--- src/design/cre_pkg.sv ---
// ----------------------------------------------------------------------------
// Color ramp evaluator package
// Shared constants, register codes and the segment record passed from the
// classifier to the interpolation pipeline.
// ----------------------------------------------------------------------------
`default_nettype none

package cre_pkg;

  localparam int MaxStops     = 4;
  localparam int NumSlots     = 4;
  localparam int SlotIdxW     = 2;
  localparam int PosW         = 16;
  localparam int ChanW        = 16;
  localparam int NumChan      = 4;
  localparam int ColorW       = ChanW * NumChan;
  localparam int CountW       = 3;
  localparam int CfgIdxW      = 3;
  localparam int CfgDataW     = 64;
  localparam int WeightW      = PosW + 1;
  localparam int DivStages    = 4;
  localparam int BitsPerStage = PosW / DivStages;
  localparam int ProdW        = (ChanW + 1) + (WeightW + 1);
  localparam int SumW         = ProdW + 1;
  localparam int QueueDepth   = 4;
  localparam int QueuePtrW    = $clog2(QueueDepth);
  localparam int QueueCntW    = $clog2(QueueDepth + 1);

  typedef enum logic [CfgIdxW-1:0] {
    CfgStopCount = 3'd0,
    CfgStopTimes = 3'd1,
    CfgColor0    = 3'd2,
    CfgColor1    = 3'd3,
    CfgColor2    = 3'd4,
    CfgColor3    = 3'd5
  } cfg_idx_e;

  typedef logic [NumSlots-1:0][ColorW-1:0] color_set_t;
  typedef logic [NumSlots-1:0][PosW-1:0]   time_set_t;

  typedef struct packed {
    logic [SlotIdxW-1:0] lo;
    logic [SlotIdxW-1:0] hi;
    logic                direct;
    logic                sat;
    logic [PosW-1:0]     num;
    logic [PosW-1:0]     den;
  } seg_t;

endpackage

`default_nettype wire

--- src/design/cre_front.sv ---
// ----------------------------------------------------------------------------
// Color ramp classifier
// Accepts a ramp position, finds its segment and registers the segment
// record together with the weight numerator and denominator.
// ----------------------------------------------------------------------------
`default_nettype none

module cre_front (
  input  wire logic                       clk_i,
  input  wire logic                       rst_ni,
  input  wire logic [cre_pkg::CountW-1:0] stop_count_i,
  input  wire cre_pkg::time_set_t         stop_times_i,
  input  wire logic                       in_valid_i,
  output logic                            in_ready_o,
  input  wire logic [cre_pkg::PosW-1:0]   in_pos_i,
  output logic                            seg_valid_o,
  input  wire logic                       seg_ready_i,
  output cre_pkg::seg_t                   seg_o
);

  logic                            fv_q, fv_d;
  cre_pkg::seg_t                   seg_q, seg_d;
  logic [cre_pkg::CountW-1:0]      n_w;
  logic [cre_pkg::MaxStops-1:0]    le_w;
  logic                            found_w;
  logic [cre_pkg::SlotIdxW-1:0]    sel_w;
  logic [cre_pkg::PosW-1:0]        a_w, b_w;
  logic                            fire_w;

  always_comb begin
    if (stop_count_i > cre_pkg::CountW'(cre_pkg::MaxStops)) begin
      n_w = cre_pkg::CountW'(cre_pkg::MaxStops);
    end else if (stop_count_i == '0) begin
      n_w = cre_pkg::CountW'(1);
    end else begin
      n_w = stop_count_i;
    end
  end

  always_comb begin
    found_w = 1'b0;
    sel_w   = '0;
    for (int k = 0; k < cre_pkg::MaxStops; k++) begin
      le_w[k] = in_pos_i <= stop_times_i[k];
    end
    for (int i = 1; i < cre_pkg::MaxStops; i++) begin
      if (!found_w && (cre_pkg::CountW'(i) < n_w) && le_w[i]) begin
        found_w = 1'b1;
        sel_w   = cre_pkg::SlotIdxW'(i);
      end
    end
  end

  always_comb begin
    a_w          = stop_times_i[sel_w - cre_pkg::SlotIdxW'(1)];
    b_w          = stop_times_i[sel_w];
    seg_d.num    = '0;
    seg_d.den    = cre_pkg::PosW'(1);
    seg_d.sat    = 1'b0;
    seg_d.direct = 1'b1;
    if (le_w[0]) begin
      seg_d.lo = '0;
      seg_d.hi = '0;
    end else if (found_w) begin
      seg_d.lo     = sel_w - cre_pkg::SlotIdxW'(1);
      seg_d.hi     = sel_w;
      seg_d.direct = 1'b0;
      seg_d.num    = in_pos_i - a_w;
      if (b_w > a_w) begin
        seg_d.den = b_w - a_w;
      end
      seg_d.sat = seg_d.num >= seg_d.den;
    end else begin
      seg_d.lo = cre_pkg::SlotIdxW'(n_w - cre_pkg::CountW'(1));
      seg_d.hi = cre_pkg::SlotIdxW'(n_w - cre_pkg::CountW'(1));
    end
  end

  assign in_ready_o  = !fv_q || seg_ready_i;
  assign fire_w      = in_valid_i && in_ready_o;
  assign fv_d        = fire_w ? 1'b1 : (seg_ready_i ? 1'b0 : fv_q);
  assign seg_valid_o = fv_q;
  assign seg_o       = seg_q;

  always_ff @(posedge clk_i or negedge rst_ni) begin
    if (!rst_ni) begin
      fv_q <= 1'b0;
    end else begin
      fv_q <= fv_d;
    end
  end

  always_ff @(posedge clk_i) begin
    if (fire_w) begin
      seg_q <= seg_d;
    end
  end

endmodule

`default_nettype wire

--- config.mk ---
export PLATFORM = sky130hd
export DESIGN_NAME = cre_front
export DESIGN_NICKNAME = d
export VERILOG_FILES = /design/src/design/cre_pkg.sv /design/src/design/cre_front.sv
export SDC_FILE = /design/constraint.sdc
export NUM_CORES = 1
export LEC_CHECK = 0
export BUFFER_PORTS_ARGS = -buffer_cell sky130_fd_sc_hd__buf_2
export CELL_PAD_IN_SITES_DETAIL_PLACEMENT = 0
export CELL_PAD_IN_SITES_GLOBAL_PLACEMENT = 1
export CORE_ASPECT_RATIO = 0.75
export CORE_MARGIN = 2
export CORE_UTILIZATION = 45
export CTS_CLUSTER_DIAMETER = 100
export CTS_CLUSTER_SIZE = 24
export DETAILED_ROUTE_END_ITERATION = 10
export GPL_ROUTABILITY_DRIVEN = 0
export PLACE_DENSITY = 0.85
export RECOVER_POWER = 25
export SLEW_MARGIN = 20
export SYNTH_ARGS = -nofsm -noshare
export SYNTH_HDL_FRONTEND = slang
export SYNTH_SLANG_ARGS = --single-unit
--- constraint.sdc ---
create_clock -name clk_i -period 4.6 [get_ports clk_i]
set_input_delay 0.46 -clock clk_i [delete_from_list [all_inputs] [get_ports clk_i]]
set_output_delay 0.46 -clock clk_i [all_outputs]
set_load 0.01 [all_outputs]
==> results of run 1 <==
-- cells in the mapped netlist (14+ instances only) --
library cell,n
a211oi_1,20
a21o_1,28
a21oi_1,69
a31oi_1,21
and2_1,17
and3_1,18
clkbuf_1,23
edfxtp_1,38
ha_1,111
inv_1,77
nand2_1,84
nand3_1,14
nand4_1,18
nor2_1,65
o21ai_0,42
xnor2_1,14
-- repair_timing --
| item | CTS | global route |
|---|---|---|
| endpoints found under the hold margin | 1 | 0 |
| buffers inserted | 34 | 12 |
| hold buffers | 1 | 0 |
| resized for setup | 90 | 64 |
| endpoints found under the setup margin | 28 | 28 |
| pin swaps | 55 | 51 |
| cloned | 4 | 0 |
-- power breakdown --
part	switching (mW)	internal, mW
sequential	0.00812	0.440
combinational	1.55	1.62
clock	0.158	0.256
total	1.71	2.31
-- metrics by stage --
step | power (mW) | hold WS, ns | TNS [ns] | cells | area (sq um)
detailed placement | 2.92 | 0.236 | -22.25 | 1298 | 8830
floorplan | 1.77 | 0.164 | -2.91 | 781 | 6240
finish | 4.03 | 0.374 | -13.99 | 1353 | 10100
global route | 4.26 | 0.383 | -17.67 | 1353 | 10100
CTS | 3.71 | 0.379 | -11.26 | 1343 | 9750
global placement | 2.82 | 0.234 | -20.37 | 1298 | 8830
-- cell families (layout without fill, tap and decap cells) --
kind of cell | count (synthesis) | in the layout | share of synthesized area
buffers and inverters | 104 | 504 | 0.0653
AND/OR/NAND/NOR | 260 | 261 | 0.206
adder cells (fa/ha/maj) | 113 | 113 | 0.233
AO/OA/AOI/OAI | 234 | 234 | 0.256
flip-flops | 39 | 39 | 0.193
XOR/XNOR | 27 | 27 | 0.0392
multiplexers | 4 | 4 | 0.00684
-- worst max path at each step --
stage | slack, ns | cells past startpoint | startpoint | endpoint
finish | -1.82 | 34 | in_pos_i[14] | seg_o[32]
global route | -2.04 | 35 | stop_times_i[46] | seg_o[32]
CTS | -1.59 | 33 | in_pos_i[7] | seg_o[32]
detailed placement | -2.07 | 35 | stop_times_i[41] | seg_o[32]
global placement | -1.97 | 35 | in_pos_i[12] | seg_o[32]
floorplan | -1.61 | 31 | in_pos_i[14] | seg_o[32]
-- layout make-up --
type                            count  area, sq um  area share
Multi-Input combinational cell    639         5200       0.514
Timing Repair Buffer              419         3070       0.304
Sequential cell                    39         1170       0.115
Inverter                           77          294      0.0291
Tap cell                          171          214      0.0211
Clock buffer                        5          125      0.0124
Clock inverter                      3         43.8     0.00433
-- worst reg2reg max path: stages (launching register included) --
cell      delay (ns)
dfrtp_1         0.37
nand2b_1        0.10
and2_1          0.13
buf_4           0.42
-- flip-flops by register name (all words and copies together) (netlist names) --
signal,flops
seg_valid_o,1
seg_o,38
-- placed cells by master, fill, tap and decap left out, types with 10 or more instances in the layout --
cell type / netlist / layout
buf_4: 0 / 273
ha_1: 111 / 94
buf_2: 3 / 90
nand2_1: 84 / 80
inv_1: 77 / 65
nor2_1: 65 / 60
a21oi_1: 69 / 55
edfxtp_1: 38 / 38
o21ai_0: 42 / 32
a21o_1: 28 / 28
buf_6: 0 / 24
clkbuf_1: 23 / 21
nand4_1: 18 / 18
and2_1: 17 / 16
a31oi_1: 21 / 16
ha_4: 0 / 15
and3_4: 0 / 13
a21oi_2: 0 / 12
a211oi_2: 0 / 12
xor2_1: 13 / 12
nand3_1: 14 / 11
o21ai_1: 2 / 11
xnor2_1: 14 / 11
inv_2: 0 / 11
nand2b_1: 11 / 10
-- per-layer routing --
metal,share of wire,vias up
met5,0,-
li1,-,3644
met1,0.41,3654
met3,0.086,85
met2,0.47,438
met4,0.031,0
==> results.py, run 1 <==
metrics = {
    "run_status": {
        "status": "complete, but fails checks",
        "failed_checks": "negative setup slack",
    },
    "die": {
        "dieArea_sq_mm": 0.0144,
        "chipWidth_microns": 138,
        "die_h_microns": 104,
        "num_rows": 36,
        "start_util": 0.462,
        "core_area_sq_mm": 0.0131,
        "pin_count": 127,
    },
    "synthesis": {
        "synth_top_cell_by_area": "ha_1",
        "ys_warn_count": 0,
        "synth_area_sq_mm": 0.00604,
        "synth_fp_nets": 979,
        "async_reset_ff_frac": 0.0256,
        "avgSynthCellArea_sq_um": 7.73,
        "synth_top_area_frac": 0.230,
        "seq_area_frac_synth": 0.193,
        "synth.distinct_cells": 58,
        "ys_ff_latch": 39,
        "syn-instance-count": 781,
        "synth_ff_type": "edfxtp_1",
        "synth_edf_count": 38,
        "synthTopCellsByArea": "ha_1 23%, edfxtp_1 19%, a21oi_1 5.7%",
    },
    "grt": {
        "grt_util_met2": 0.569,
        "grt_start_max_net_pins": 39,
        "met1_usage": 0.432,
        "antenna_found_initial": 0,
        "grtUsageMet3": 0.0507,
        "grt_pass1_wl_microns": 37300,
        "grt_use_total": 0.331,
        "gr-max-usage-layer": "met2",
        "grt_pass1_vias": 7657,
        "gr-total-overflow": 0,
    },
    "sta": {
        "finalCritPeriodShare": 1.40,
        "rsz0062_at_grt": "yes",
        "setup_slack_ns": -1.82,
        "fin_worst_skew_ns": 0.00461,
        "setup_viol": 27,
        "relSlewSlack": 0.585,
        "tightestPinTransition_ns": 0.623,
        "maxSlewViolCount": 0,
        "max_freq_mhz": 156,
        "finalCriticalPeriod_ns": 6.42,
        "final-hold-violation-count": 0,
    },
    "clock_tree": {
        "path_clk_slew_ns": 0.06,
        "cts_root_buffer": "clkbuf_16",
        "cts.htree.levels": 2,
        "clock-sinks": 39,
        "cts_buffers": 5,
        "clock_latency_ns": 0.29,
        "cts_tree": "done",
        "cts.path.max_buffers": 2,
    },
    "detailed_routing": {
        "wl_per_cell_microns": 18.5,
        "dr.first_iter.drc_count": 703,
        "drt-vias-per-instance": 5.78,
        "vias": 7821,
        "wl_microns": 25000,
        "ant_nets": 0,
        "route.detailed.drc": 0,
        "drt_pass1_iterations": 5,
    },
    "flow_run": {
        "maxCapViolCount": 0,
    },
    "pwr": {
        "p_leak_nw": 4.96,
        "power_density_mw_per_mm2": 398,
        "ir_drop_mv": 0.244,
    },
    "critical_path": {
        "end_kind": "register",
        "path_buf_inv": 4,
        "reg2reg_depth": 3,
        "rrSetupSlack_ns": 3.19,
        "worst_r2r_endpoint": "seg_o[26]",
        "slowest_delay_ns": 0.55,
        "cp_top_family": "compound AO/OA/AOI/OAI gates",
        "worst_ep_required_time_ns": 4.64,
        "crit_fanout": 6,
        "critPathArrivalTime_ns": 6.46,
        "r2r-start": "seg_valid_o",
        "critPathLaunchType": "input pin",
        "crit_type": "input pin to register",
        "critPathSlowestCell": "or4b_4",
        "cpMostUsedCell": "a21o_1",
    },
    "layout": {
        "fin_util": 0.775,
        "n_antenna_cell": 0,
        "drive_gt1_frac": 0.446,
        "layout.nets": 1379,
        "fillers": 878,
        "syn2layout_area_growth_pct": 67.5,
    },
    "min_path": {
        "worstHoldStart": "in_valid_i",
        "whs_path_depth": 2,
        "min_path_type": "input pin to register",
        "worstHoldEndpoint": "seg_valid_o",
    },
    "placement": {
        "pre_cts_ws_ns": -2.07,
        "dpl.hpwl_microns": 18300,
        "io_buffers": 126,
    },
}
Note: power is estimated with default switching activity, not from simulation.
==> run 2, diff against run 1 <==
--- a/config.mk
+++ b/config.mk
@@ -10,12 +10,12 @@
 export CELL_PAD_IN_SITES_GLOBAL_PLACEMENT = 1
 export CORE_ASPECT_RATIO = 0.75
 export CORE_MARGIN = 2
-export CORE_UTILIZATION = 45
+export CORE_UTILIZATION = 40
 export CTS_CLUSTER_DIAMETER = 100
 export CTS_CLUSTER_SIZE = 24
 export DETAILED_ROUTE_END_ITERATION = 10
 export GPL_ROUTABILITY_DRIVEN = 0
-export PLACE_DENSITY = 0.85
+export PLACE_DENSITY = 0.76
 export RECOVER_POWER = 25
 export SLEW_MARGIN = 20
 export SYNTH_ARGS = -nofsm -noshare
==> run 2 against run 1 <==
Net effect:
- the flow still finishes with violations (negative setup slack)
- critical path depth is 3 lower
- core utilization is 5.4 points lower
- combinational power is 1% lower
- worst setup slack better by 0.052 ns
- sequential power hardly changed
- die area is 12% higher
- clock skew hardly changed
- routed wire length is 0.53% lower
- worst hold slack worse by 0.0084 ns
- critical path type unchanged
- critical endpoint unchanged
==> results.py, run 2 (synthesis gave the netlist of run 1 again) <==
metrics = {
    "pwr": {
        "seqPwrFrac": 0.113,
        "ir_drop_mv": 0.230,
        "p_leak_nw": 5.10,
        "internal_power_mw": 2.31,
        "p_comb_frac": 0.786,
        "power.switching_mw": 1.67,
        "total_power_mw": 3.98,
        "power_density_mw_per_mm2": 379,
        "p_clk_frac": 0.102,
        "sw_frac_of_total": 0.419,
    },
    "critical_path": {
        "critPathLaunchType": "input pin",
        "crit_type": "input pin to register",
        "slowest_delay_ns": 0.53,
        "crit_fanout": 7,
        "worst_r2r_endpoint": "seg_o[12]",
        "reg2reg_depth": 3,
        "cpMostUsedCell": "a21o_1",
        "r2r-start": "seg_valid_o",
        "worst_ep_required_time_ns": 4.63,
        "rrSetupSlack_ns": 3.18,
        "critPathArrivalTime_ns": 6.40,
        "cp_top_family": "compound AO/OA/AOI/OAI gates",
        "path_buf_inv": 3,
        "critPathSlowestCell": "or4b_4",
        "end_kind": "register",
    },
    "min_path": {
        "min_path_type": "input pin to register",
        "worstHoldEndpoint": "seg_valid_o",
        "worstHoldStart": "in_valid_i",
        "whs_path_depth": 2,
    },
    "run_status": {
        "status": "complete, but fails checks",
        "failed_checks": "negative setup slack",
    },
    "grt": {
        "grt_use_total": 0.299,
        "grt_start_max_net_pins": 39,
        "grt_pass1_wl_microns": 39200,
        "antenna_found_initial": 0,
        "gr-total-overflow": 0,
        "grt_pass1_vias": 7778,
    },
    "sta": {
        "relSlewSlack": 0.663,
        "setup_slack_ns": -1.77,
        "final-hold-violation-count": 0,
        "maxSlewViolCount": 0,
        "tns_ns": -12.78,
        "max_freq_mhz": 157,
        "rsz0062_at_grt": "yes",
        "tightestPinTransition_ns": 0.505,
        "setup_viol": 27,
        "finalCritPeriodShare": 1.38,
        "finalCriticalPeriod_ns": 6.37,
        "fin_worst_skew_ns": 0.00463,
    },
    "clock_tree": {
        "path_clk_slew_ns": 0.06,
        "cts.path.max_buffers": 2,
        "cts.htree.levels": 2,
        "cts_root_buffer": "clkbuf_16",
        "cts_tree": "done",
        "clock_latency_ns": 0.29,
        "clock-sinks": 39,
        "cts_buffers": 5,
    },
    "layout": {
        "fillers": 1091,
        "layout.nets": 1389,
        "largest_reg_flops": 38,
        "drive_gt1_frac": 0.479,
        "stdcell_count": 1392,
        "fin_util": 0.721,
        "syn2layout_area_growth_pct": 74.2,
        "layout_commonest_cell": "buf_4",
        "n_antenna_cell": 0,
        "layout_common_cells": "270 x buf_4, 99 x buf_2, 89 x ha_1",
    },
    "flow_run": {
        "maxCapViolCount": 0,
    },
    "placement": {
        "pre_cts_ws_ns": -2.06,
        "io_buffers": 126,
        "dpl.hpwl_microns": 18300,
        "dp_cells": 1330,
    },
    "detailed_routing": {
        "route.detailed.drc": 0,
        "drt-vias-per-instance": 5.54,
        "wl_per_cell_microns": 17.9,
        "vias": 7711,
        "dr.first_iter.drc_count": 531,
        "drt_pass1_iterations": 5,
        "ant_nets": 0,
        "wl_microns": 24800,
    },
    "die": {
        "pin_count": 127,
        "start_util": 0.414,
        "die_h_microns": 110,
        "chipWidth_microns": 146,
        "num_rows": 38,
        "dieArea_sq_mm": 0.0161,
        "core_area_sq_mm": 0.0146,
    },
}
run 2: changes by cell type in the layout (fill, tap and decap cells not counted), moves of 7 or more:
cell	previous run	this run
o21ai_0	32	25
buf_2	90	99
and3_1	5	13
and3_4	13	5
a21oi_1	55	47
run 2: worst register-to-register path: cells and delay by family (launching register included):
kind	cells	cell delay (ns)
flops	1	0.38
simple gates	2	0.23
buf+inv	1	0.43
run 2: final cells by class:
type | instances | area [sq um] | area share
multi-input cells | 639 | 5510 | 0.523
repair buffers | 429 | 3130 | 0.298
flip-flops and latches | 39 | 1170 | 0.111
inverters | 77 | 297 | 0.0282
well taps | 200 | 250 | 0.0238
clock buffers | 5 | 125 | 0.0119
clock inverters | 3 | 43.8 | 0.00416
run 2: power by group through the flow:
| stage | registers (mW) | logic [mW] | clock network (mW) |
|---|---|---|---|
| final | 0.449 | 3.13 | 0.404 |
| after global routing | 0.452 | 3.39 | 0.427 |
| after CTS | 0.449 | 2.88 | 0.410 |
| after detailed placement | 0.456 | 2.45 | 0 |
| after global placement | 0.454 | 2.40 | 0 |
| after floorplan | 0.475 | 1.30 | 0 |
run 2: how the worst max path moves through the flow:
| stage | cells past startpoint | to | start |
|---|---|---|---|
| 6_report | 31 | seg_o[32] | in_pos_i[13] |
| 4_1_cts | 34 | seg_o[32] | in_pos_i[13] |
| 3_3_place_gp | 33 | seg_o[32] | stop_times_i[45] |
| 3_5_place_dp | 33 | seg_o[32] | stop_times_i[45] |
| 5_1_grt | 32 | seg_o[32] | in_pos_i[10] |
| 2_1_floorplan | 31 | seg_o[32] | in_pos_i[14] |
run 2: stage by stage:
stage          instance area (sq um)  hold WS [ns]
6_report                       10500         0.366
3_5_place_dp                    8910         0.236
4_1_cts                        10100         0.363
5_1_grt                        10500         0.389
2_1_floorplan                   6240         0.164
3_3_place_gp                    8910         0.235
run 2: metal layers:
metal / track usage / routed length, microns
met2: 0.520 / 11900
met5: 0 / 0
met1: 0.397 / 10900
met4: 0.0680 / 498
met3: 0.0360 / 1520
run 2: timing repair:
item,4_1_cts,5_1_grt
cloned,5,0
hold buffers,1,0
gates resized for setup,139,72
buffers inserted,42,14
setup endpoints to repair,27,29
pin swaps,64,58
hold endpoints to repair,1,0
