### config.mk
export PLATFORM = sky130hd
export DESIGN_NAME = cre_queue
export DESIGN_NICKNAME = d
export VERILOG_FILES = /design/src/design/cre_pkg.sv /design/src/design/cre_queue.sv
export SDC_FILE = /design/constraint.sdc
export NUM_CORES = 1
export LEC_CHECK = 0
export ABC_CLOCK_PERIOD_IN_PS = 3300
export BUFFER_PORTS_ARGS = -buffer_cell sky130_fd_sc_hd__buf_4
export CAP_MARGIN = 10
export CORE_MARGIN = 1.5
export CORE_UTILIZATION = 29
export CTS_BUF_LIST = sky130_fd_sc_hd__clkbuf_2
export DETAILED_ROUTE_END_ITERATION = 8
export PLACE_DENSITY_LB_ADDON = 0.12
export SYNTH_ARGS = -nofsm -noshare
export SYNTH_HDL_FRONTEND = slang
export SYNTH_SLANG_ARGS = --single-unit
### constraint.sdc
create_clock -name clk_i -period 3.3 [get_ports clk_i]
set_clock_uncertainty 0.2 [all_clocks]
set_input_delay 0.33 -clock clk_i [delete_from_list [all_inputs] [get_ports clk_i]]
set_output_delay 0.33 -clock clk_i [all_outputs]
set_load 0.02 [all_outputs]
### src/design/cre_pkg.sv
// ----------------------------------------------------------------------------
// Color ramp evaluator package
// Shared constants, register codes and the segment record passed from the
// classifier to the interpolation pipeline.
// ----------------------------------------------------------------------------
`default_nettype none

package cre_pkg;

  localparam int MaxStops     = 4;
  localparam int NumSlots     = 4;
  localparam int SlotIdxW     = 2;
  localparam int PosW         = 16;
  localparam int ChanW        = 16;
  localparam int NumChan      = 4;
  localparam int ColorW       = ChanW * NumChan;
  localparam int CountW       = 3;
  localparam int CfgIdxW      = 3;
  localparam int CfgDataW     = 64;
  localparam int WeightW      = PosW + 1;
  localparam int DivStages    = 4;
  localparam int BitsPerStage = PosW / DivStages;
  localparam int ProdW        = (ChanW + 1) + (WeightW + 1);
  localparam int SumW         = ProdW + 1;
  localparam int QueueDepth   = 4;
  localparam int QueuePtrW    = $clog2(QueueDepth);
  localparam int QueueCntW    = $clog2(QueueDepth + 1);

  typedef enum logic [CfgIdxW-1:0] {
    CfgStopCount = 3'd0,
    CfgStopTimes = 3'd1,
    CfgColor0    = 3'd2,
    CfgColor1    = 3'd3,
    CfgColor2    = 3'd4,
    CfgColor3    = 3'd5
  } cfg_idx_e;

  typedef logic [NumSlots-1:0][ColorW-1:0] color_set_t;
  typedef logic [NumSlots-1:0][PosW-1:0]   time_set_t;

  typedef struct packed {
    logic [SlotIdxW-1:0] lo;
    logic [SlotIdxW-1:0] hi;
    logic                direct;
    logic                sat;
    logic [PosW-1:0]     num;
    logic [PosW-1:0]     den;
  } seg_t;

endpackage

`default_nettype wire

### src/design/cre_queue.sv
// ----------------------------------------------------------------------------
// Color ramp segment queue
// Short first-in first-out buffer between the classifier and the
// interpolation pipeline.
// ----------------------------------------------------------------------------
`default_nettype none

module cre_queue (
  input  wire logic          clk_i,
  input  wire logic          rst_ni,
  input  wire logic          push_valid_i,
  output logic               push_ready_o,
  input  wire cre_pkg::seg_t push_data_i,
  output logic               pop_valid_o,
  input  wire logic          pop_ready_i,
  output cre_pkg::seg_t      pop_data_o
);

  cre_pkg::seg_t                   mem_q [cre_pkg::QueueDepth];
  logic [cre_pkg::QueuePtrW-1:0]   wr_q, rd_q;
  logic [cre_pkg::QueueCntW-1:0]   cnt_q;
  logic                            push_w, pop_w;

  assign push_ready_o = cnt_q != cre_pkg::QueueCntW'(cre_pkg::QueueDepth);
  assign pop_valid_o  = cnt_q != '0;
  assign pop_data_o   = mem_q[rd_q];
  assign push_w       = push_valid_i && push_ready_o;
  assign pop_w        = pop_valid_o && pop_ready_i;

  always_ff @(posedge clk_i or negedge rst_ni) begin
    if (!rst_ni) begin
      wr_q  <= '0;
      rd_q  <= '0;
      cnt_q <= '0;
    end else begin
      if (push_w) begin
        wr_q <= wr_q + cre_pkg::QueuePtrW'(1);
      end
      if (pop_w) begin
        rd_q <= rd_q + cre_pkg::QueuePtrW'(1);
      end
      if (push_w && !pop_w) begin
        cnt_q <= cnt_q + cre_pkg::QueueCntW'(1);
      end else if (pop_w && !push_w) begin
        cnt_q <= cnt_q - cre_pkg::QueueCntW'(1);
      end
    end
  end

  always_ff @(posedge clk_i) begin
    if (push_w) begin
      mem_q[wr_q] <= push_data_i;
    end
  end

  assert property (@(posedge clk_i) disable iff (!rst_ni)
    cnt_q <= cre_pkg::QueueCntW'(cre_pkg::QueueDepth))
    else $error("queue fill count beyond depth");

endmodule

`default_nettype wire

==> impl_metrics.toml, run 1 <==
[synthesis]
netlist_area_mm2 = 0.00594
synth_cell_types = 19
yosysSeqAreaShare_pct = 79.8
ys_warn_count = 0
synth_edf_count = 152
synthFlopType = "edfxtp_1"
synthCells = 234
synth.avg_cell_area_um2 = 25.4
async_reset_ff_share_pct = 4.40
yosys_register_bits = 159
syn_nets = 282

[grt]
first_global_vias = 3102
grt_max_degree = 41
grtUsageTotal_pct = 11.6
antenna_found_initial = 1
grt_overflow_total = 0
grt_pass1_wl_um = 17900

[setup_path]
crit_slowest_cell = "dfrtp_2"
cp-end-kind = "output port"
crit_type = "flip-flop to output port"
crit_family = "flip-flops"
arrival_ns = 2.39
critPathMostFrequentCell = "buf_4"
cpPeakStageDelay_ns = 0.80
required_ns = 2.77
worstPathCellList = "buf_4 -> mux4_2 -> buf_4"
cp_num_buf_inv = 2
startpoint_type = "flip-flop"
critPathMaxFanout = 19

[sta]
hold_slack_ns = 0.145
fmax_mhz = 343
finalHoldViolations = 0
setup_viol = 0
slew-limit-headroom_pct = 60.6
fin_crit_sh_pct = 88.4
drv_slew = 0
rsz0062_at_grt = "no"
tns_ns = 0
worst_slew_pin_slew_ns = 0.590
finalCriticalPeriod_ns = 2.92

[final_layout]
seqCellArea_mm2 = 0.00474
finalCoreUtilization_pct = 37.5
final_common_cell = "edfxtp_1"
multi_input_area_mm2 = 0.00108
final_cell_mix = "edfxtp_1, buf_4, dlygate4sd3_1"
stdcell_count = 659
n_fill_cell = 1926
area_delta_synth_final_pct = 27.5
nets = 423
layout-drive-gt1-share_pct = 43.3

[clock_network]
cts.sinks = 159
numCtsBuffers = 17
path_clk_slew_ns = 0.24
cts-resized-gates = 0
clk_latency_ns = 0.70
cts_buffer_depth = 2
cts_tree = "yes"
cts-root-buf = "clkbuf_2"
htree_levels = 4

[pwr]
vdd_drop_max_mv = 0.347
p_leak_uw = 0.00259
power.total_uw = 6250
p_per_area_mw_per_mm2 = 826

[place]
dpl.cell_count = 582
gp_congestion = 0.652
dp_hpwl_um = 6750
placement.io_buffers = 81

[die]
io_pins = 82
die_height_um = 146
floorplan.initialDensity_pct = 29.5
std_cell_rows = 52
dieArea_mm2 = 0.0214
coreArea_mm2 = 0.0202
die_w_um = 146

[routing]
dr.pass1.iters = 4
vias = 2787
drcViolationCount = 0
drtIter0Drc = 125
drt_wl_total_um = 11700
drt-vias-per-instance = 4.23
ant_nets = 0
wl_per_cell_um = 17.8

[run]
drv_cap = 0

[outcome]
outcome = "finished clean"

[min_path]
hold_class = "input pin to flip-flop"
## power breakdown
part | leakage (µW) | total (µW) | switching, µW | internal [µW]
clock network | 0.000130 | 992 | 704 | 288
logic | 0.000985 | 2370 | 1220 | 1150
registers | 0.00147 | 2890 | 221 | 2670
total | 0.00259 | 6250 | 2140 | 4110
## metal layers
metal	global-route usage, %	wire length (µm)	vias to the layer above
met5	0	0	-
met4	5.00	207	0
met3	3.50	395	14
met2	19.4	5920	59
met1	13.9	5210	1447
li1	-	-	1267
## layout make-up
type | instances | area share, %
flip-flops and latches | 159 | 62.7
repair buffers | 131 | 15.5
multi-input cells | 63 | 14.3
well taps | 270 | 4.46
clock inverters | 14 | 1.77
clock buffers | 18 | 1.19
inverters | 3 | 0.149
diodes | 1 | 0.0330
## registers in the layout (all words and copies together) (netlist names)
register / count
rd_q: 2
mem_q: 152
wr_q: 2
cnt_q: 3
## repair_timing
| action | in CTS | in global routing |
|---|---|---|
| setup endpoints to repair | 0 | 38 |
| hold endpoints to repair | 166 | 0 |
| buffers inserted | 0 | 2 |
| hold buffers | 42 | 0 |
## logic make-up (layout without fill, tap and decap cells)
group	after synthesis	after routing	share of synthesized area (%)
AO/OA/AOI/OAI	1	1	0.190
XOR/XNOR	6	6	0.885
adder cells (fa/ha/maj)	6	6	1.39
buffers and inverters	12	166	2.11
flip-flops	159	159	79.8
multiplexers	40	40	14.8
other	0	1	0
AND/OR/NAND/NOR	10	10	0.864
## worst reg2reg max path: stages (launching register included)
cell and delay (ns):
dfrtp_1 0.49, or3_1 0.42, nand2_1 0.12, ha_1 0.19
inv_1 0.06, fa_1 0.37, xor2_1 0.17, nor2_1 0.13
xor2_1 0.16
## per-stage QoR
stage / setup slack (ns) / instance area [µm²]
2_1_floorplan: 0.993 / 5940
3_3_place_gp: 0.892 / 6880
3_5_place_dp: 0.887 / 6880
4_1_cts: 0.0126 / 7520
5_1_grt: 0.164 / 7570
6_report: 0.383 / 7570
## cells in the mapped netlist (2+ instances only)
cell type | instances | area, µm²
and2_1 | 4 | 25.0
buf_12 | 4 | 80.1
buf_2 | 3 | 15.0
dfrtp_1 | 7 | 175
edfxtp_1 | 152 | 4560
ha_1 | 5 | 62.6
inv_1 | 3 | 11.3
mux2_2 | 2 | 22.5
mux4_2 | 38 | 856
nand2_1 | 2 | 7.51
nor2_1 | 2 | 7.51
xnor2_1 | 4 | 35.0
xor2_1 | 2 | 17.5
## worst paths after layout
check | to | slack, ns | start | cells after the start
max in group asynchronous | rd_q[0] | 2.29 | rst_ni | 3
min in group asynchronous | cnt_q[2] | 0.34 | rst_ni | 3
setup / recovery | pop_data_o[10] | 0.38 | rd_q[1] | 3
setup reg to reg | cnt_q[2] | 0.96 | cnt_q[0] | 8
hold / removal | mem_q[3][13] | 0.15 | push_data_i[13] | 2
hold reg to reg | cnt_q[2] | 0.34 | cnt_q[2] | 1
Power figures use the tool's default switching activity.
==> run 2: changes to the inputs <==
- ABC_CLOCK_PERIOD_IN_PS: 3300 -> 2710
- clock period: 3.3 -> 2.71 ns (I/O delays scaled with it)
==> run 2 against run 1 <==
Cell area is 8.1% higher. Non-clock buffer count rose by 43. Worst hold slack worse by 0.046 ns. Routed wire length up 2.1%. Sequential cell count unchanged. Critical path depth grew 1. Cell count rose by 6.5%. Setup slack got worse by 0.35 ns. Largest power group is now combinational cells. Register-to-register slack lost 0.57 ns. Via count grew 7.0%. Largest cell class unchanged. Power up 33%. Die area is the same.
==> impl_metrics.toml, run 2 (same netlist as run 1, synthesis figures left out) <==
[outcome]
outcome = "finished clean"

[pwr]
power.total_uw = 8300
p_per_area_mw_per_mm2 = 1010
switchingPower_uw = 2690
pwr-share-seq_pct = 40.9
intPower_uw = 5610
netSwitchingFraction_pct = 32.4
p_leak_uw = 0.00285
vdd_drop_max_mv = 0.383
comb_power_share_pct = 43.1
p_clk_share_pct = 16.0

[setup_path]
crit_slowest_cell = "mux4_2"
arrival_ns = 2.20
worstPathCellList = "buf_12 -> buf_6 -> mux4_2 -> buf_4"
cpPeakStageDelay_ns = 0.51
startpoint_type = "flip-flop"
cp-end-kind = "output port"
crit_type = "flip-flop to output port"
rrSetupSlack_ns = 0.39
required_ns = 2.24
critPathMaxFanout = 6
r2r_cells = 8

[final_layout]
area_delta_synth_final_pct = 37.7
largest_registers = "mem_q (152), cnt_q (3)"
final_common_cell = "edfxtp_1"
largest_register_ff_count = 152
layout-drive-gt1-share_pct = 42.0
final_cell_mix = "edfxtp_1, dlygate4sd3_1, buf_4"
max_flop_register = "mem_q"
nets = 466

[routing]
wl_met2_um = 6110
wl_per_cell_um = 17.1
dr.pass1.iters = 4
ant_nets = 0
drcViolationCount = 0
drtIter0Drc = 127
drt-vias-per-instance = 4.25
top_layer_used = "met4"
wl_met1_um = 5170
vias = 2983
drt_wl_total_um = 12000
wl_met3_um = 509

[clock_network]
cts_buffer_depth = 2
path_clk_slew_ns = 0.21
numCtsBuffers = 17
cts-root-buf = "clkbuf_2"
cts.sinks = 159
clk_latency_ns = 0.71
htree_levels = 4
cts_tree = "yes"

[place]
dpl_worst_slack_ns = 0.417
placement.io_buffers = 81
dp_hpwl_um = 6960
gp_congestion = 0.716

[grt]
grtUsageTotal_pct = 12.0
antenna_found_initial = 1
first_global_vias = 3224
grt_max_degree = 24
grt_pass1_wl_um = 18500
grt_overflow_total = 0

[die]
std_cell_rows = 52
dieArea_mm2 = 0.0214
io_pins = 82
die_w_um = 146
die_height_um = 146
floorplan.initialDensity_pct = 29.5
coreArea_mm2 = 0.0202

[min_path]
hold_class = "input pin to flip-flop"
hold_path_depth = 2

[sta]
finalCriticalPeriod_ns = 2.67
slew-limit-headroom_pct = 68.0
tns_ns = 0
fmax_mhz = 374
hold_slack_ns = 0.0988
rsz0062_at_grt = "yes"
fin_crit_sh_pct = 98.7
worst_slack_ns = 0.0356
drv_slew = 0
setup_viol = 0
finalHoldViolations = 0
worst_slew_pin_slew_ns = 0.480

[run]
drv_cap = 0
==> run 2: changes by cell type in the layout (fill, tap and decap cells not counted), sizes merged <==
| cell | delta |
|---|---|
| dlygate4sd3 | +28 |
| buf | +15 |
| inv | -4 |
| bufinv | +2 |
| clkinv | +2 |
==> run 2: worst paths after layout <==
path | startpoint | to
setup / recovery | rd_q[0] | pop_data_o[0]
hold / removal | push_data_i[30] | mem_q[0][30]
setup reg to reg | cnt_q[1] | cnt_q[2]
hold reg to reg | cnt_q[2] | cnt_q[2]
max in group asynchronous | rst_ni | rd_q[0]
min in group asynchronous | rst_ni | cnt_q[0]
==> run 2: metal layers <==
| metal | vias up | track usage, % |
|---|---|---|
| li1 | 1361 | - |
| met1 | 1537 | 14.9 |
| met2 | 67 | 19.7 |
| met3 | 18 | 3.81 |
| met4 | 0 | 4.55 |
| met5 | - | 0 |
==> run 2: through the flow <==
step                      instances  cell area (µm²)  utilization, %
after floorplan                 234             5940               -
after global placement          588             6950            34.4
after detailed placement        588             6950            34.4
after CTS                       697             8100            40.1
after global routing            702             8180            40.6
final                           702             8180            40.6
==> run 2: worst max-delay path, delay by kind of cell, from the launching register on <==
kind                   cells  cell delay [ns]
buffers and inverters      3             0.47
flip-flops                 1             0.49
multiplexers               1             0.51
==> run 2: power groups by stage <==
stage | Combinational [µW] | Sequential, µW | Clock (µW)
floorplan | 1950 | 3410 | 0
global placement | 2930 | 3570 | 0
detailed placement | 2920 | 3590 | 0
CTS | 3590 | 3400 | 1410
global route | 3830 | 3440 | 1490
finish | 3570 | 3390 | 1330
==> run 2: area by class of cell <==
class,instances,area (µm²)
inverters,3,11.3
multi-input cells,63,1080
clock inverters,14,168
repair buffers,174,1750
fillers,1863,12000
well taps,270,338
diodes,1,2.50
flip-flops and latches,159,4750
clock buffers,18,90.1
==> run 2: timing repair <==
action / 4_1_cts / 5_1_grt
setup endpoints to repair: 38 / 38
hold buffers: 66 / 4
hold endpoints to repair: 166 / 15
cloned: 1 / 0
setup buffers: 10 / 0
resized for setup: 26 / 12
==> run 3: changes to the inputs <==
--- a/constraint.sdc
+++ b/constraint.sdc
@@ -3,3 +3,3 @@
 set_input_delay 0.271 -clock clk_i [delete_from_list [all_inputs] [get_ports clk_i]]
 set_output_delay 0.271 -clock clk_i [all_outputs]
-set_load 0.02 [all_outputs]
+set_load 0.05 [all_outputs]
==> run 3 against run 2 <==
Setup slack got worse by 0.0091 ns. Critical path depth stayed put. Non-clock buffer count shrank 21. First-iteration DRC count up 24%. Sequential share of layout area grew 1.5 points. Clock power is 9.8% lower. Worst hold slack gained 0.018 ns. Maximum frequency shrank 0.34%. Power is 9.9% higher. Via count shrank 2.4%. Routed wire length is 1.2% lower. Core utilization shrank 1.0 points. Largest cell class unchanged.
==> impl_metrics.toml, run 3 (same netlist as run 1, synthesis figures left out) <==
[clock_network]
clk_latency_ns = 0.69
cts-root-buf = "clkbuf_2"
cts_tree = "yes"
numCtsBuffers = 17
htree_levels = 4
cts_buffer_depth = 2
cts.sinks = 159
path_clk_slew_ns = 0.23

[routing]
drt_wl_total_um = 11800
ant_nets = 0
dr.pass1.iters = 4
drt-vias-per-instance = 4.28
vias = 2910
wl_per_cell_um = 17.4
drcViolationCount = 0
drtIter0Drc = 158

[grt]
grtUsageTotal_pct = 11.8
grt_overflow_total = 0
first_global_vias = 3216
antenna_found_initial = 1
grt_pass1_wl_um = 18200
grt_max_degree = 25

[place]
dpl_worst_slack_ns = 0.397
dp_hpwl_um = 7070
gp_congestion = 0.676
placement.io_buffers = 81
dpl.cell_count = 589

[run]
drv_cap = 0

[setup_path]
rr_endpoint = "cnt_q[2]"
worstReg2RegStart = "cnt_q[1]"
arrival_ns = 2.21
cp-end-kind = "output port"
critical_path.startpoint = "rd_q[0]"
crit_end = "pop_data_o[35]"
required_ns = 2.24
r2r_cells = 8
startpoint_type = "flip-flop"
crit_type = "flip-flop to output port"
rrSetupSlack_ns = 0.32
critPathMaxFanout = 6

[final_layout]
finalCoreUtilization_pct = 39.6
area_delta_synth_final_pct = 34.3
final_cell_mix = "edfxtp_1, buf_4, dlygate4sd3_1"
max_flop_register = "mem_q"
stdcell_count = 680
final_common_cell = "edfxtp_1"
layout-drive-gt1-share_pct = 43.3
largest_register_ff_count = 152
largest_registers = "mem_q (152), cnt_q (3)"
nets = 445

[sta]
tns_ns = 0
drv_slew = 0
rsz0062_at_grt = "yes"
fmax_mhz = 373
fin_crit_sh_pct = 99.0
slew-limit-headroom_pct = 70.4
worst_slew_pin_slew_ns = 0.444
finalCriticalPeriod_ns = 2.68
finalHoldViolations = 0
hold_slack_ns = 0.117
setup_viol = 0
worst_slack_ns = 0.0265

[die]
io_pins = 82
floorplan.initialDensity_pct = 29.5
std_cell_rows = 52
die_height_um = 146
dieArea_mm2 = 0.0214
die_w_um = 146
coreArea_mm2 = 0.0202

[pwr]
p_leak_uw = 0.00276
vdd_drop_max_mv = 0.475
p_per_area_mw_per_mm2 = 1140

[outcome]
outcome = "finished clean"

[min_path]
hold_class = "input pin to flip-flop"
run 3: cell type report:
class | instances | area (µm²)
Fill cell | 1876 | 12200
Sequential cell | 159 | 4750
Clock buffer | 20 | 100
Multi-Input combinational cell | 63 | 1080
Tap cell | 270 | 338
Antenna cell | 1 | 2.50
Clock inverter | 11 | 119
Inverter | 3 | 11.3
Timing Repair Buffer | 153 | 1580
run 3: worst min path at each step:
| stage | start | endpoint | cells after the start |
|---|---|---|---|
| 2_1_floorplan | rst_ni | cnt_q[0] | 0 |
| 3_3_place_gp | rst_ni | cnt_q[0] | 1 |
| 3_5_place_dp | rst_ni | cnt_q[2] | 1 |
| 4_1_cts | push_data_i[27] | mem_q[0][27] | 2 |
| 5_1_grt | push_data_i[12] | mem_q[0][12] | 2 |
| 6_report | push_data_i[27] | mem_q[0][27] | 2 |
run 3: per-layer routing:
layer | GRT usage [%] | part of all wire (%) | up-vias
li1 | - | - | 1314
met1 | 14.4 | 44 | 1526
met2 | 19.6 | 51 | 60
met3 | 3.25 | 3.1 | 10
met4 | 5.15 | 1.4 | 0
met5 | 0 | 0 | -
run 3: stage by stage:
stage	instance area [µm²]	power (µW)
floorplan	5940	6290
global placement	6940	7420
detailed placement	6940	7440
CTS	7940	9250
global route	7980	9570
finish	7980	9120
run 3: worst max-delay path, cell delays in order (launching register included):
cell and delay [ns]:
dfrtp_4 0.56, buf_12 0.16, buf_12 0.14, mux4_2 0.48
buf_8 0.18
run 3: where the power goes:
| part | switching, µW | leakage (µW) | internal, µW |
|---|---|---|---|
| clock network | 782 | 0.000123 | 419 |
| logic | 2580 | 0.00117 | 1890 |
| registers | 190 | 0.00147 | 3260 |
| total | 3560 | 0.00276 | 5560 |
run 3: repair_timing:
action	in CTS	in global routing
hold buffers	52	0
gates resized for setup	42	2
hold endpoints to repair	166	0
gates cloned	2	1
endpoints found under the setup margin	38	38
buffers inserted	4	0
